## src/i2cm_pkg.sv

```systemverilog
// Shared types and codes for the I2C master transaction controller.
// Depends on nothing; every other file of the block imports it.
package i2cm_pkg;

	// Host actions carried on the input word.
	localparam logic [2:0] ACT_BEGIN_WR = 3'd0;
	localparam logic [2:0] ACT_QUEUE    = 3'd1;
	localparam logic [2:0] ACT_START_WR = 3'd2;
	localparam logic [2:0] ACT_START_RD = 3'd3;
	localparam logic [2:0] ACT_BUS_EVT  = 3'd4;
	localparam logic [2:0] ACT_POP      = 3'd5;

	// Two-wire engine status codes with the low three bits cleared.
	localparam logic [7:0] ST_BUS_ERROR   = 8'h00;
	localparam logic [7:0] ST_START       = 8'h08;
	localparam logic [7:0] ST_RESTART     = 8'h10;
	localparam logic [7:0] ST_SLA_W_ACK   = 8'h18;
	localparam logic [7:0] ST_SLA_W_NACK  = 8'h20;
	localparam logic [7:0] ST_DATA_W_ACK  = 8'h28;
	localparam logic [7:0] ST_DATA_W_NACK = 8'h30;
	localparam logic [7:0] ST_ARB_LOST    = 8'h38;
	localparam logic [7:0] ST_SLA_R_ACK   = 8'h40;
	localparam logic [7:0] ST_SLA_R_NACK  = 8'h48;
	localparam logic [7:0] ST_DATA_R_ACK  = 8'h50;
	localparam logic [7:0] ST_DATA_R_NACK = 8'h58;

	// Commands to the byte engine.
	localparam logic [2:0] CMD_NONE    = 3'd0;
	localparam logic [2:0] CMD_START   = 3'd1;
	localparam logic [2:0] CMD_SEND    = 3'd2;
	localparam logic [2:0] CMD_ACK     = 3'd3;
	localparam logic [2:0] CMD_NACK    = 3'd4;
	localparam logic [2:0] CMD_STOP    = 3'd5;
	localparam logic [2:0] CMD_RELEASE = 3'd6;

	// Completion codes.
	localparam logic [1:0] FAULT_NONE      = 2'd0;
	localparam logic [1:0] FAULT_ADDR_NACK = 2'd1;
	localparam logic [1:0] FAULT_DATA_NACK = 2'd2;
	localparam logic [1:0] FAULT_OTHER     = 2'd3;

	// Operation class that the front end assigns to each word.
	typedef enum logic [3:0] {
		OP_NONE,
		OP_BEGIN_WR,
		OP_QUEUE,
		OP_START_WR,
		OP_START_RD,
		OP_POP,
		OP_EV_ADDR,
		OP_EV_TX_ACK,
		OP_EV_ADDR_NACK_W,
		OP_EV_DATA_NACK,
		OP_EV_ARB_LOST,
		OP_EV_RX_ADDR_ACK,
		OP_EV_RX_DATA_ACK,
		OP_EV_RX_DATA_NACK,
		OP_EV_ADDR_NACK_R,
		OP_EV_BUS_ERR
	} op_t;

	// Classified word held in the queue between front and back.
	typedef struct packed {
		op_t        op;
		logic [6:0] addr;
		logic [7:0] data;
		logic [7:0] count;
	} item_t;

endpackage

```

## src/i2cm_front.sv

```systemverilog
// Front end: accepts input words and classifies them into queue items.
// Depends on i2cm_pkg.
module i2cm_front
	import i2cm_pkg::*;
#(
	parameter int BUFFER_DEPTH = 32
) (
	input  logic       in_valid,
	output logic       in_stall,
	input  logic [2:0] action,
	input  logic [6:0] target_address,
	input  logic [7:0] data_byte,
	input  logic [7:0] byte_count,
	input  logic [7:0] bus_status,
	input  logic       q_full,
	output logic       push,
	output item_t      item
);

	localparam logic [7:0] DepthByte = 8'(BUFFER_DEPTH);

	logic [7:0] status_m;

	// Take a word whenever the queue has room.
	assign in_stall = q_full;
	assign push     = in_valid && !q_full;
	assign status_m = {bus_status[7:3], 3'b000};

	// Decode the action and, for bus events, the engine status.
	always_comb begin
		item.addr  = target_address;
		item.data  = data_byte;
		item.count = (byte_count > DepthByte) ? DepthByte : byte_count;
		item.op    = OP_NONE;
		unique case (action)
			ACT_BEGIN_WR: item.op = OP_BEGIN_WR;
			ACT_QUEUE:    item.op = OP_QUEUE;
			ACT_START_WR: item.op = OP_START_WR;
			ACT_START_RD: item.op = OP_START_RD;
			ACT_POP:      item.op = OP_POP;
			ACT_BUS_EVT: begin
				unique case (status_m) inside
					ST_START, ST_RESTART:        item.op = OP_EV_ADDR;
					ST_SLA_W_ACK, ST_DATA_W_ACK: item.op = OP_EV_TX_ACK;
					ST_SLA_W_NACK:               item.op = OP_EV_ADDR_NACK_W;
					ST_DATA_W_NACK:              item.op = OP_EV_DATA_NACK;
					ST_ARB_LOST:                 item.op = OP_EV_ARB_LOST;
					ST_SLA_R_ACK:                item.op = OP_EV_RX_ADDR_ACK;
					ST_DATA_R_ACK:               item.op = OP_EV_RX_DATA_ACK;
					ST_DATA_R_NACK:              item.op = OP_EV_RX_DATA_NACK;
					ST_SLA_R_NACK:               item.op = OP_EV_ADDR_NACK_R;
					ST_BUS_ERROR:                item.op = OP_EV_BUS_ERR;
					default:                     item.op = OP_NONE;
				endcase
			end
			default: item.op = OP_NONE;
		endcase
	end

endmodule

```

## src/i2cm_queue.sv

```systemverilog
// Two-entry queue of classified items between the front and back ends.
// Depends on i2cm_pkg.
module i2cm_queue
	import i2cm_pkg::*;
(
	input  logic  clk,
	input  logic  arst_n,
	input  logic  push,
	input  item_t push_item,
	output logic  full,
	input  logic  pop,
	output logic  head_valid,
	output item_t head
);

	item_t      slot_q [2];
	logic       wr_ptr_q;
	logic       rd_ptr_q;
	logic [1:0] count_q;

	assign full       = (count_q == 2'd2);
	assign head_valid = (count_q != 2'd0);
	assign head       = slot_q[rd_ptr_q];

	// Entry storage.
	always_ff @(posedge clk) begin
		if (push) begin
			slot_q[wr_ptr_q] <= push_item;
		end
	end

	// Pointers and fill count.
	always_ff @(posedge clk or negedge arst_n) begin
		if (!arst_n) begin
			wr_ptr_q <= 1'b0;
			rd_ptr_q <= 1'b0;
			count_q  <= 2'd0;
		end else begin
			if (push) begin
				wr_ptr_q <= !wr_ptr_q;
			end
			if (pop) begin
				rd_ptr_q <= !rd_ptr_q;
			end
			if (push && !pop) begin
				count_q <= count_q + 2'd1;
			end else if (pop && !push) begin
				count_q <= count_q - 2'd1;
			end
		end
	end

endmodule

```

## src/i2cm_back.sv

```systemverilog
// Back end: transaction state, send and receive buffers, and the output register.
// Depends on i2cm_pkg.
module i2cm_back
	import i2cm_pkg::*;
#(
	parameter int BUFFER_DEPTH = 32
) (
	input  logic       clk,
	input  logic       arst_n,
	input  logic       head_valid,
	input  item_t      head,
	output logic       pop,
	output logic       out_valid,
	input  logic       out_stall,
	output logic [2:0] bus_command,
	output logic [7:0] bus_byte,
	output logic [7:0] host_byte,
	output logic       accepted,
	output logic       done_res,
	output logic [1:0] done_code,
	output logic [5:0] received_count,
	output logic [5:0] available,
	output logic       busy_res
);

	localparam int CW = $clog2(BUFFER_DEPTH + 1);
	localparam int AW = (BUFFER_DEPTH > 1) ? $clog2(BUFFER_DEPTH) : 1;
	localparam logic [CW-1:0] DepthC = CW'(BUFFER_DEPTH);

	typedef enum logic [1:0] {
		MODE_READY,
		MODE_RX,
		MODE_TX
	} mode_t;

	typedef struct packed {
		logic [2:0] cmd;
		logic [7:0] addr_byte;
		logic       send_sel;
		logic       pop_hit;
		logic       acc;
		logic       done;
		logic [1:0] code;
		logic [5:0] rcount;
		logic [5:0] avail;
		logic       busy;
	} res_t;

	// Transaction state.
	mode_t         mode_q, mode_d;
	logic [1:0]    fault_q, fault_d;
	logic [7:0]    adir_q, adir_d;
	logic [CW-1:0] tidx_q, tidx_d;
	logic [CW-1:0] tlim_q, tlim_d;
	logic [CW-1:0] scnt_q, scnt_d;
	logic [CW-1:0] ridx_q, ridx_d;
	logic [CW-1:0] rcnt_q, rcnt_d;
	logic [6:0]    ptgt_q, ptgt_d;
	logic [CW-1:0] rqcnt_q, rqcnt_d;

	// Buffers and their registered read data.
	logic [7:0] send_mem [BUFFER_DEPTH];
	logic [7:0] recv_mem [BUFFER_DEPTH];
	logic [7:0] send_rd_q;
	logic [7:0] recv_rd_q;

	logic          out_valid_q;
	res_t          res_q, res_d;
	logic          load;
	logic          exec;
	logic          busy;
	logic          swe;
	logic          rwe;
	logic          fin;
	logic [2:0]    fin_cmd;
	logic [CW-1:0] fin_n;

	// The output register takes a new word whenever it is empty or being taken.
	assign load = !out_valid_q || !out_stall;
	assign exec = load && head_valid;
	assign pop  = exec;
	assign busy = (mode_q != MODE_READY);

	// Execute the head item against the current state.
	always_comb begin
		mode_d  = mode_q;
		fault_d = fault_q;
		adir_d  = adir_q;
		tidx_d  = tidx_q;
		tlim_d  = tlim_q;
		scnt_d  = scnt_q;
		ridx_d  = ridx_q;
		rcnt_d  = rcnt_q;
		ptgt_d  = ptgt_q;
		rqcnt_d = rqcnt_q;
		res_d   = '0;
		swe     = 1'b0;
		rwe     = 1'b0;
		fin     = 1'b0;
		fin_cmd = CMD_NONE;
		fin_n   = '0;
		unique case (head.op)
			OP_BEGIN_WR: begin
				if (!busy) begin
					ptgt_d    = head.addr;
					scnt_d    = '0;
					res_d.acc = 1'b1;
				end
			end
			OP_QUEUE: begin
				if (!busy && scnt_q < DepthC) begin
					swe       = 1'b1;
					scnt_d    = scnt_q + 1'b1;
					res_d.acc = 1'b1;
				end
			end
			OP_START_WR: begin
				if (!busy) begin
					adir_d    = {ptgt_q, 1'b0};
					mode_d    = MODE_TX;
					fault_d   = FAULT_NONE;
					tidx_d    = '0;
					tlim_d    = scnt_q;
					scnt_d    = '0;
					res_d.cmd = CMD_START;
					res_d.acc = 1'b1;
				end
			end
			OP_START_RD: begin
				if (!busy) begin
					res_d.acc = 1'b1;
					fault_d   = FAULT_NONE;
					if (head.count == 8'd0) begin
						// An empty read finishes at once without touching the bus.
						rcnt_d     = '0;
						ridx_d     = '0;
						res_d.done = 1'b1;
					end else begin
						adir_d    = {head.addr, 1'b1};
						mode_d    = MODE_RX;
						tidx_d    = '0;
						tlim_d    = CW'(head.count) - 1'b1;
						rqcnt_d   = CW'(head.count);
						res_d.cmd = CMD_START;
					end
				end
			end
			OP_POP: begin
				if (!busy) begin
					res_d.acc = 1'b1;
					if (ridx_q < rcnt_q && ridx_q < DepthC) begin
						res_d.pop_hit = 1'b1;
						ridx_d        = ridx_q + 1'b1;
					end
				end
			end
			OP_EV_ADDR: begin
				if (busy) begin
					res_d.cmd       = CMD_SEND;
					res_d.addr_byte = adir_q;
				end
			end
			OP_EV_TX_ACK: begin
				if (mode_q == MODE_TX) begin
					if (tidx_q < tlim_q && tidx_q < DepthC) begin
						res_d.cmd      = CMD_SEND;
						res_d.send_sel = 1'b1;
						tidx_d         = tidx_q + 1'b1;
					end else begin
						fin     = 1'b1;
						fin_cmd = CMD_STOP;
					end
				end
			end
			OP_EV_ADDR_NACK_W: begin
				if (mode_q == MODE_TX) begin
					fault_d = FAULT_ADDR_NACK;
					fin     = 1'b1;
					fin_cmd = CMD_STOP;
				end
			end
			OP_EV_DATA_NACK: begin
				if (mode_q == MODE_TX) begin
					fault_d = FAULT_DATA_NACK;
					fin     = 1'b1;
					fin_cmd = CMD_STOP;
				end
			end
			OP_EV_ARB_LOST: begin
				if (busy) begin
					fault_d = FAULT_OTHER;
					fin     = 1'b1;
					fin_cmd = CMD_RELEASE;
				end
			end
			OP_EV_RX_ADDR_ACK: begin
				if (mode_q == MODE_RX) begin
					res_d.cmd = (tidx_q < tlim_q) ? CMD_ACK : CMD_NACK;
				end
			end
			OP_EV_RX_DATA_ACK: begin
				if (mode_q == MODE_RX) begin
					// Bytes past the buffer depth are dropped.
					if (tidx_q < DepthC) begin
						rwe    = 1'b1;
						tidx_d = tidx_q + 1'b1;
					end
					res_d.cmd = (tidx_d < tlim_q) ? CMD_ACK : CMD_NACK;
				end
			end
			OP_EV_RX_DATA_NACK: begin
				if (mode_q == MODE_RX) begin
					if (tidx_q < DepthC) begin
						rwe    = 1'b1;
						tidx_d = tidx_q + 1'b1;
					end
					fin     = 1'b1;
					fin_cmd = CMD_STOP;
				end
			end
			OP_EV_ADDR_NACK_R: begin
				if (mode_q == MODE_RX) begin
					fault_d = FAULT_ADDR_NACK;
					fin     = 1'b1;
					fin_cmd = CMD_STOP;
				end
			end
			OP_EV_BUS_ERR: begin
				if (busy) begin
					fault_d = FAULT_OTHER;
					fin     = 1'b1;
					fin_cmd = CMD_STOP;
				end
			end
			default: begin
			end
		endcase

		// Transaction end: report the code and, for a read, the bytes received.
		if (fin) begin
			res_d.cmd  = fin_cmd;
			res_d.done = 1'b1;
			res_d.code = fault_d;
			if (mode_q == MODE_RX) begin
				fin_n        = (tidx_d < rqcnt_q) ? tidx_d : rqcnt_q;
				rcnt_d       = fin_n;
				ridx_d       = '0;
				res_d.rcount = 6'(fin_n);
			end
			mode_d = MODE_READY;
		end

		res_d.avail = 6'((rcnt_d >= ridx_d) ? (rcnt_d - ridx_d) : '0);
		res_d.busy  = (mode_d != MODE_READY);
	end

	// Send buffer: written by queue byte, read while sending data.
	always_ff @(posedge clk) begin
		if (exec && swe) begin
			send_mem[scnt_q[AW-1:0]] <= head.data;
		end
		if (exec && res_d.send_sel) begin
			send_rd_q <= send_mem[tidx_q[AW-1:0]];
		end
	end

	// Receive buffer: written by bus data events, read by host pops.
	always_ff @(posedge clk) begin
		if (exec && rwe) begin
			recv_mem[tidx_q[AW-1:0]] <= head.data;
		end
		if (exec && res_d.pop_hit) begin
			recv_rd_q <= recv_mem[ridx_q[AW-1:0]];
		end
	end

	// State and output register.
	always_ff @(posedge clk or negedge arst_n) begin
		if (!arst_n) begin
			mode_q      <= MODE_READY;
			fault_q     <= FAULT_NONE;
			adir_q      <= '0;
			tidx_q      <= '0;
			tlim_q      <= '0;
			scnt_q      <= '0;
			ridx_q      <= '0;
			rcnt_q      <= '0;
			ptgt_q      <= '0;
			rqcnt_q     <= '0;
			out_valid_q <= 1'b0;
			res_q       <= '0;
		end else begin
			if (exec) begin
				mode_q  <= mode_d;
				fault_q <= fault_d;
				adir_q  <= adir_d;
				tidx_q  <= tidx_d;
				tlim_q  <= tlim_d;
				scnt_q  <= scnt_d;
				ridx_q  <= ridx_d;
				rcnt_q  <= rcnt_d;
				ptgt_q  <= ptgt_d;
				rqcnt_q <= rqcnt_d;
			end
			if (load) begin
				out_valid_q <= head_valid;
				res_q       <= res_d;
			end
		end
	end

	// Result word.
	assign out_valid      = out_valid_q;
	assign bus_command    = res_q.cmd;
	assign bus_byte       = res_q.send_sel ? send_rd_q : res_q.addr_byte;
	assign host_byte      = res_q.pop_hit ? recv_rd_q : 8'h00;
	assign accepted       = res_q.acc;
	assign done_res       = res_q.done;
	assign done_code      = res_q.code;
	assign received_count = res_q.rcount;
	assign available      = res_q.avail;
	assign busy_res       = res_q.busy;

endmodule

```

## src/i2c_master_transaction_controller.sv

```systemverilog
// I2C master transaction controller: host commands and engine status in,
// engine commands and host status out, one result word for every input word.
//
// Input channel (in_valid / in_stall): each word carries a host action (begin
// write, queue byte, start write, start read, pop byte) or a bus event with the
// engine status. Output channel (out_valid / out_stall): one result word per
// input word, in order, with the engine command, the byte to send, the popped
// byte, acceptance, completion code and buffer fill.
// A word is classified as it is accepted and registered into a two-entry
// queue; from the queue head it is executed into the output register.
// Throughput is one word per cycle while out_stall is low; state updates and
// buffer accesses for one word all happen when the back end executes it.
// When out_stall is high the output word holds; the queue absorbs two more
// words and in_stall then rises until the output is taken.
// Reset clears the transaction state and both channels; the send and receive
// buffers are not cleared and are only read at entries already written.
// Depends on i2cm_pkg, i2cm_front, i2cm_queue and i2cm_back.
module i2c_master_transaction_controller
	import i2cm_pkg::*;
#(
	parameter int BUFFER_DEPTH = 32
) (
	input  logic       clk,
	input  logic       arst_n,
	input  logic       in_valid,
	output logic       in_stall,
	input  logic [2:0] action,
	input  logic [6:0] target_address,
	input  logic [7:0] data_byte,
	input  logic [7:0] byte_count,
	input  logic [7:0] bus_status,
	output logic       out_valid,
	input  logic       out_stall,
	output logic [2:0] bus_command,
	output logic [7:0] bus_byte,
	output logic [7:0] host_byte,
	output logic       accepted,
	output logic       done_res,
	output logic [1:0] done_code,
	output logic [5:0] received_count,
	output logic [5:0] available,
	output logic       busy_res
);

	logic  q_full;
	logic  push;
	item_t push_item;
	logic  pop;
	logic  head_valid;
	item_t head;

	// Classify incoming words.
	i2cm_front #(
		.BUFFER_DEPTH(BUFFER_DEPTH)
	) u_front (
		.in_valid      (in_valid),
		.in_stall      (in_stall),
		.action        (action),
		.target_address(target_address),
		.data_byte     (data_byte),
		.byte_count    (byte_count),
		.bus_status    (bus_status),
		.q_full        (q_full),
		.push          (push),
		.item          (push_item)
	);

	// Decouple front and back.
	i2cm_queue u_queue (
		.clk       (clk),
		.arst_n    (arst_n),
		.push      (push),
		.push_item (push_item),
		.full      (q_full),
		.pop       (pop),
		.head_valid(head_valid),
		.head      (head)
	);

	// Execute and deliver results.
	i2cm_back #(
		.BUFFER_DEPTH(BUFFER_DEPTH)
	) u_back (
		.clk           (clk),
		.arst_n        (arst_n),
		.head_valid    (head_valid),
		.head          (head),
		.pop           (pop),
		.out_valid     (out_valid),
		.out_stall     (out_stall),
		.bus_command   (bus_command),
		.bus_byte      (bus_byte),
		.host_byte     (host_byte),
		.accepted      (accepted),
		.done_res      (done_res),
		.done_code     (done_code),
		.received_count(received_count),
		.available     (available),
		.busy_res      (busy_res)
	);

endmodule

```

## config.mk

```make
export PLATFORM = sky130hd
export DESIGN_NAME = i2c_master_transaction_controller
export DESIGN_NICKNAME = d
export VERILOG_FILES = /design/src/i2cm_pkg.sv /design/src/i2cm_front.sv /design/src/i2cm_queue.sv /design/src/i2cm_back.sv /design/src/i2c_master_transaction_controller.sv
export SDC_FILE = /design/constraint.sdc
export NUM_CORES = 1
export LEC_CHECK = 0
export ABC_AREA = 1
export BUFFER_PORTS_ARGS = -buffer_cell sky130_fd_sc_hd__buf_2
export CAP_MARGIN = 20
export CORE_ASPECT_RATIO = 1.5
export CORE_MARGIN = 5
export CORE_UTILIZATION = 35
export CTS_CLUSTER_DIAMETER = 150
export DETAILED_ROUTE_END_ITERATION = 10
export GPL_ROUTABILITY_DRIVEN = 1
export PLACE_DENSITY_LB_ADDON = 0.1
export SETUP_SLACK_MARGIN = 0.5
export SYNTH_ARGS = -nofsm -noshare
export SYNTH_HDL_FRONTEND = slang
export SYNTH_SLANG_ARGS = --single-unit
```

## constraint.sdc

```tcl
create_clock -name clk -period 12 [get_ports clk]
set_input_delay 1.2 -clock clk [delete_from_list [all_inputs] [get_ports clk]]
set_output_delay 1.2 -clock clk [all_outputs]
set_load 0.005 [all_outputs]
```

==> summary by stage <==
Run status
The flow ran to the end, and the final reports show no timing, DRC or antenna violations.

Yosys
The number of synthesized flops with an enable pin is a little under 600. The share of the yosys chip area belonging to registers is 68.3%. The synthesized instance count is about 2.5k.

Ranked by total cell area, the synthesized netlist is headed by sky130_fd_sc_hd__edfxtp_1 (61%), sky130_fd_sc_hd__dfrtp_1 (7.8%), sky130_fd_sc_hd__o21ai_0 (6.4%). The share of synthesized registers carrying an async set or reset is a little over an eighth. After synthesis, the mean cell area works out to 11.4 sq um. The synthesized design spends more area on one cell type than any other, namely sky130_fd_sc_hd__edfxtp_1. The synthesized netlist occupies a cell area of just under 30000 sq um. The top cell type by area accounts for 60.5% of the synthesized area. The distinct cell type count after synthesis is 56. The most common flop cell mapped by yosys is sky130_fd_sc_hd__edfxtp_1. The count of warnings emitted by yosys is 0. The number of storage elements in the synthesis netlist is between 600 and 700.

GRT
The number of global-route vias before repair was roughly 19k. The total overflow left after global routing is 0. Entering global routing, the biggest net connects a little over 70 pins. The initial antenna violation count came to 0. The first global-routing pass estimated roughly 120 mm of wire. The overall global routing resource usage is 17.7%.

Worst setup path
By startpoint and endpoint, the worst setup path is classified as flip-flop to flip-flop. The largest stage delay on the critical path is 580 ps. The worst setup path is launched from a flip-flop.

Among all stages on the critical path, the largest delay is contributed by sky130_fd_sc_hd__dfrtp_1. Data on the critical path arrives at its endpoint at 6720 ps. STA classifies the critical path endpoint as a flip-flop. The beginning of the critical path is u_queue.rd_ptr_q$_DFFE_PN0P_.

STA puts the critical path data required time at 12490 ps. By instance count, the cell type seen most on the critical path is sky130_fd_sc_hd__nand2_1. Of all nets on the critical path, the largest fanout is 25. The startpoint identified for the worst register-to-register timing path is u_queue.rd_ptr_q$_DFFE_PN0P_.

Timing
Setup repair after global routing left no endpoint under its margin. The final critical-path required period is ~6200 ps. The final count of pins violating max slew is 0. The summed negative setup slack over all endpoints is 0 ps. The number of failing hold endpoints at the final stage is 0. The highest attainable clock frequency is 160 MHz. Between clock sinks in the finished design, the worst skew comes to 29.4 ps. For the pin with the worst max-slew slack, the measured transition is between 1000 and 1500 ps. The worst relative slew slack is 30.5%.

Setup violations remaining at the end of the flow were counted as 0. The part of the cycle the worst path needs is about 52%.

Detailed routing
The residual antenna-violating net count after detailed routing is 0. The detail-routed net length per standard cell is between 20 and 25 microns. The final wirelength is 80.4 mm. Dividing the detail-routed via count by the number of cells gives between 5 and 6. The detailed-router iteration count before antenna repair is 5. The routed layout has 19.3k vias. The starting DRC count in detailed routing is roughly 1.4k.

The detailed-route DRC error count is 0.

Clocking
The CTS tree is yes. Clock-pin slew was measured on the worst setup and hold paths at approximately 60 ps. The number of buffers between clock root and the deepest sink is 3. For this design, the CTS-stage hold fixing added 0 buffers.

The number of setup buffers added after CTS is 0. The clock reaches the later pin of the worst-skew pair after about 620 ps. CTS built an H-tree with a depth of 3. In this run the clock root is driven by a sky130_fd_sc_hd__clkbuf_16. Counting the buffers created by CTS gives 70. Clock tree synthesis found a total of ~670 sinks. The count of cells resized by post-cts repair is 0.

Pwr
For this design the ratio of total power to cell area is approximately 240 nW/um^2. The worst-case IR drop observed on VDD is roughly 0.00018 V. The analysis attributes to cell leakage a power of 11.6 nW.

Power comes to roughly 7.8 mW.

Cells and area
In the final layout, the share of cells above drive strength 1 is approximately 10%. Measured on the finished design, the core utilization comes to just under 40%. After the last flow step, the layout net total stands at 2654. The area growth from synthesis to layout is 12.1%.

Hold path
The hold path startpoint is u_back.available[5]$_DFFE_PN0P_. The path class of the tightest hold or removal check is flip-flop to flip-flop.

Die
The die covers a little under 90000 sq um. For this configuration, the core starts out at a cell density of between 30% and 40%. 76 I/O pins were placed. The site row count is 129. The die is between 300 and 400 microns tall. The chip width is ~240 microns. The floorplan step defined a core boundary enclosing slightly above 80000 sq um.

Placement
The weighted congestion at the end of routability-driven global placement is 0.855. Buffers placed on the I/O ports in this run total 72. Once detailed placement completed, the half-perimeter wirelength came to around 50 mm.

Run
The total of max-cap violations is 0.
## final cells by class
cell class	count	area, sq um
tap	1048	1310
timing repair buffer	108	633
clock inverter	27	196
clock buffer	96	1910
inverter	146	553
sequential	672	19700
fill	7864	49800
antenna	1	2.50
multi-input combinational	1579	8030
## final timing paths
kind,end,slack [ps],depth (start not counted)
max in group asynchronous,u_back.tidx_q[0]$_DFFE_PN0P_,10210,2
hold reg to reg,u_back.available[5]$_DFFE_PN0P_,470,2
setup / recovery,u_back.available[5]$_DFFE_PN0P_,5770,30
hold / removal,u_back.available[5]$_DFFE_PN0P_,470,2
min in group asynchronous,u_back.accepted$_DFFE_PN0P_,580,1
setup reg to reg,u_back.available[5]$_DFFE_PN0P_,5770,30
## critical path: cells and delay by family, from the launching register on
family	cells	cell delay (ps)
AOI/OAI and AO/OA	6	1630
xor gates and xnor gates	1	160
adders and majority gates	2	720
buffers and inverters	5	1080
DFF	1	580
and+or+nand+nor	16	1900
## logic make-up after synthesis
logic type / count (synthesis) / synth area share, %
and+or+nand+nor: 865 / 12.4
muxes: 2 / 0.0693
DFF: 672 / 68.3
adders and majority gates: 39 / 1.72
AOI/OAI and AO/OA: 658 / 13.1
buffers and inverters: 289 / 4.06
xor gates and xnor gates: 11 / 0.334
other: 1 / 0.0130
## stage by stage
stage	setup slack, ps	cell area, sq um	instances	hold slack [ps]
6_report	5770	32400	3677	474
2_1_floorplan	7330	28900	2540	443
5_1_grt	5250	32400	3676	488
3_5_place_dp	5760	30300	3553	460
4_1_cts	5700	32400	3676	475
3_3_place_gp	5810	30300	3553	455
## registers in the layout (all words and copies together) (netlist names), 7 cells and up
register          cells
u_back.recv_rd_q      8
u_back.res_q         10
u_back.adir_q         8
u_back.send_mem     256
u_back.recv_mem     256
u_back.send_rd_q      8
u_queue.slot_q       54
u_back.ptgt_q         7
## layout by cell type, fill, tap and decap left out, drive strengths merged, types with 9 or more instances in the layout
master  synthesis  layout
nand3          49      49
clkinv          5      26
a22o           18      18
o31ai          12      12
nor2          466     466
clkbuf        115      96
o21ai         373     373
a31oi          17      17
nor3           19      19
dfrtp          90      90
a21oi          43      43
buf            28     108
xor2            9       9
inv           141     143
edfxtp        582     582
o22ai         141     141
a221oi         16      16
nand2         322     322
ha             38      38
o211ai         15      15
## cells in the mapped netlist, types with 19 or more instances
| master | number |
|---|---|
| sky130_fd_sc_hd__o21ai_0 | 370 |
| sky130_fd_sc_hd__edfxtp_1 | 582 |
| sky130_fd_sc_hd__dfrtp_1 | 90 |
| sky130_fd_sc_hd__nand3_1 | 42 |
| sky130_fd_sc_hd__inv_1 | 136 |
| sky130_fd_sc_hd__ha_1 | 38 |
| sky130_fd_sc_hd__a21oi_1 | 42 |
| sky130_fd_sc_hd__clkbuf_1 | 115 |
| sky130_fd_sc_hd__nor3_1 | 19 |
| sky130_fd_sc_hd__nand2_1 | 300 |
| sky130_fd_sc_hd__nor2_1 | 456 |
| sky130_fd_sc_hd__o22ai_1 | 141 |
## metal layers
metal | global-route usage [%] | wire length, microns | up-vias
met2 | 31.9 | 41800 | 420
met4 | 5.29 | 2060 | 0
li1 | - | - | 9124
met1 | 22.1 | 33400 | 9635
met5 | 0 | 0 | -
met3 | 2.58 | 3130 | 102
## power breakdown
group	switching (mW)	leakage [nW]	internal [mW]	total (mW)
sequential	0.126	6.41	3.00	3.13
clock	0.895	1.02	1.16	2.05
combinational	1.92	4.19	0.692	2.61
total	2.94	11.6	4.85	7.79
Power figures use the tool's default switching activity.
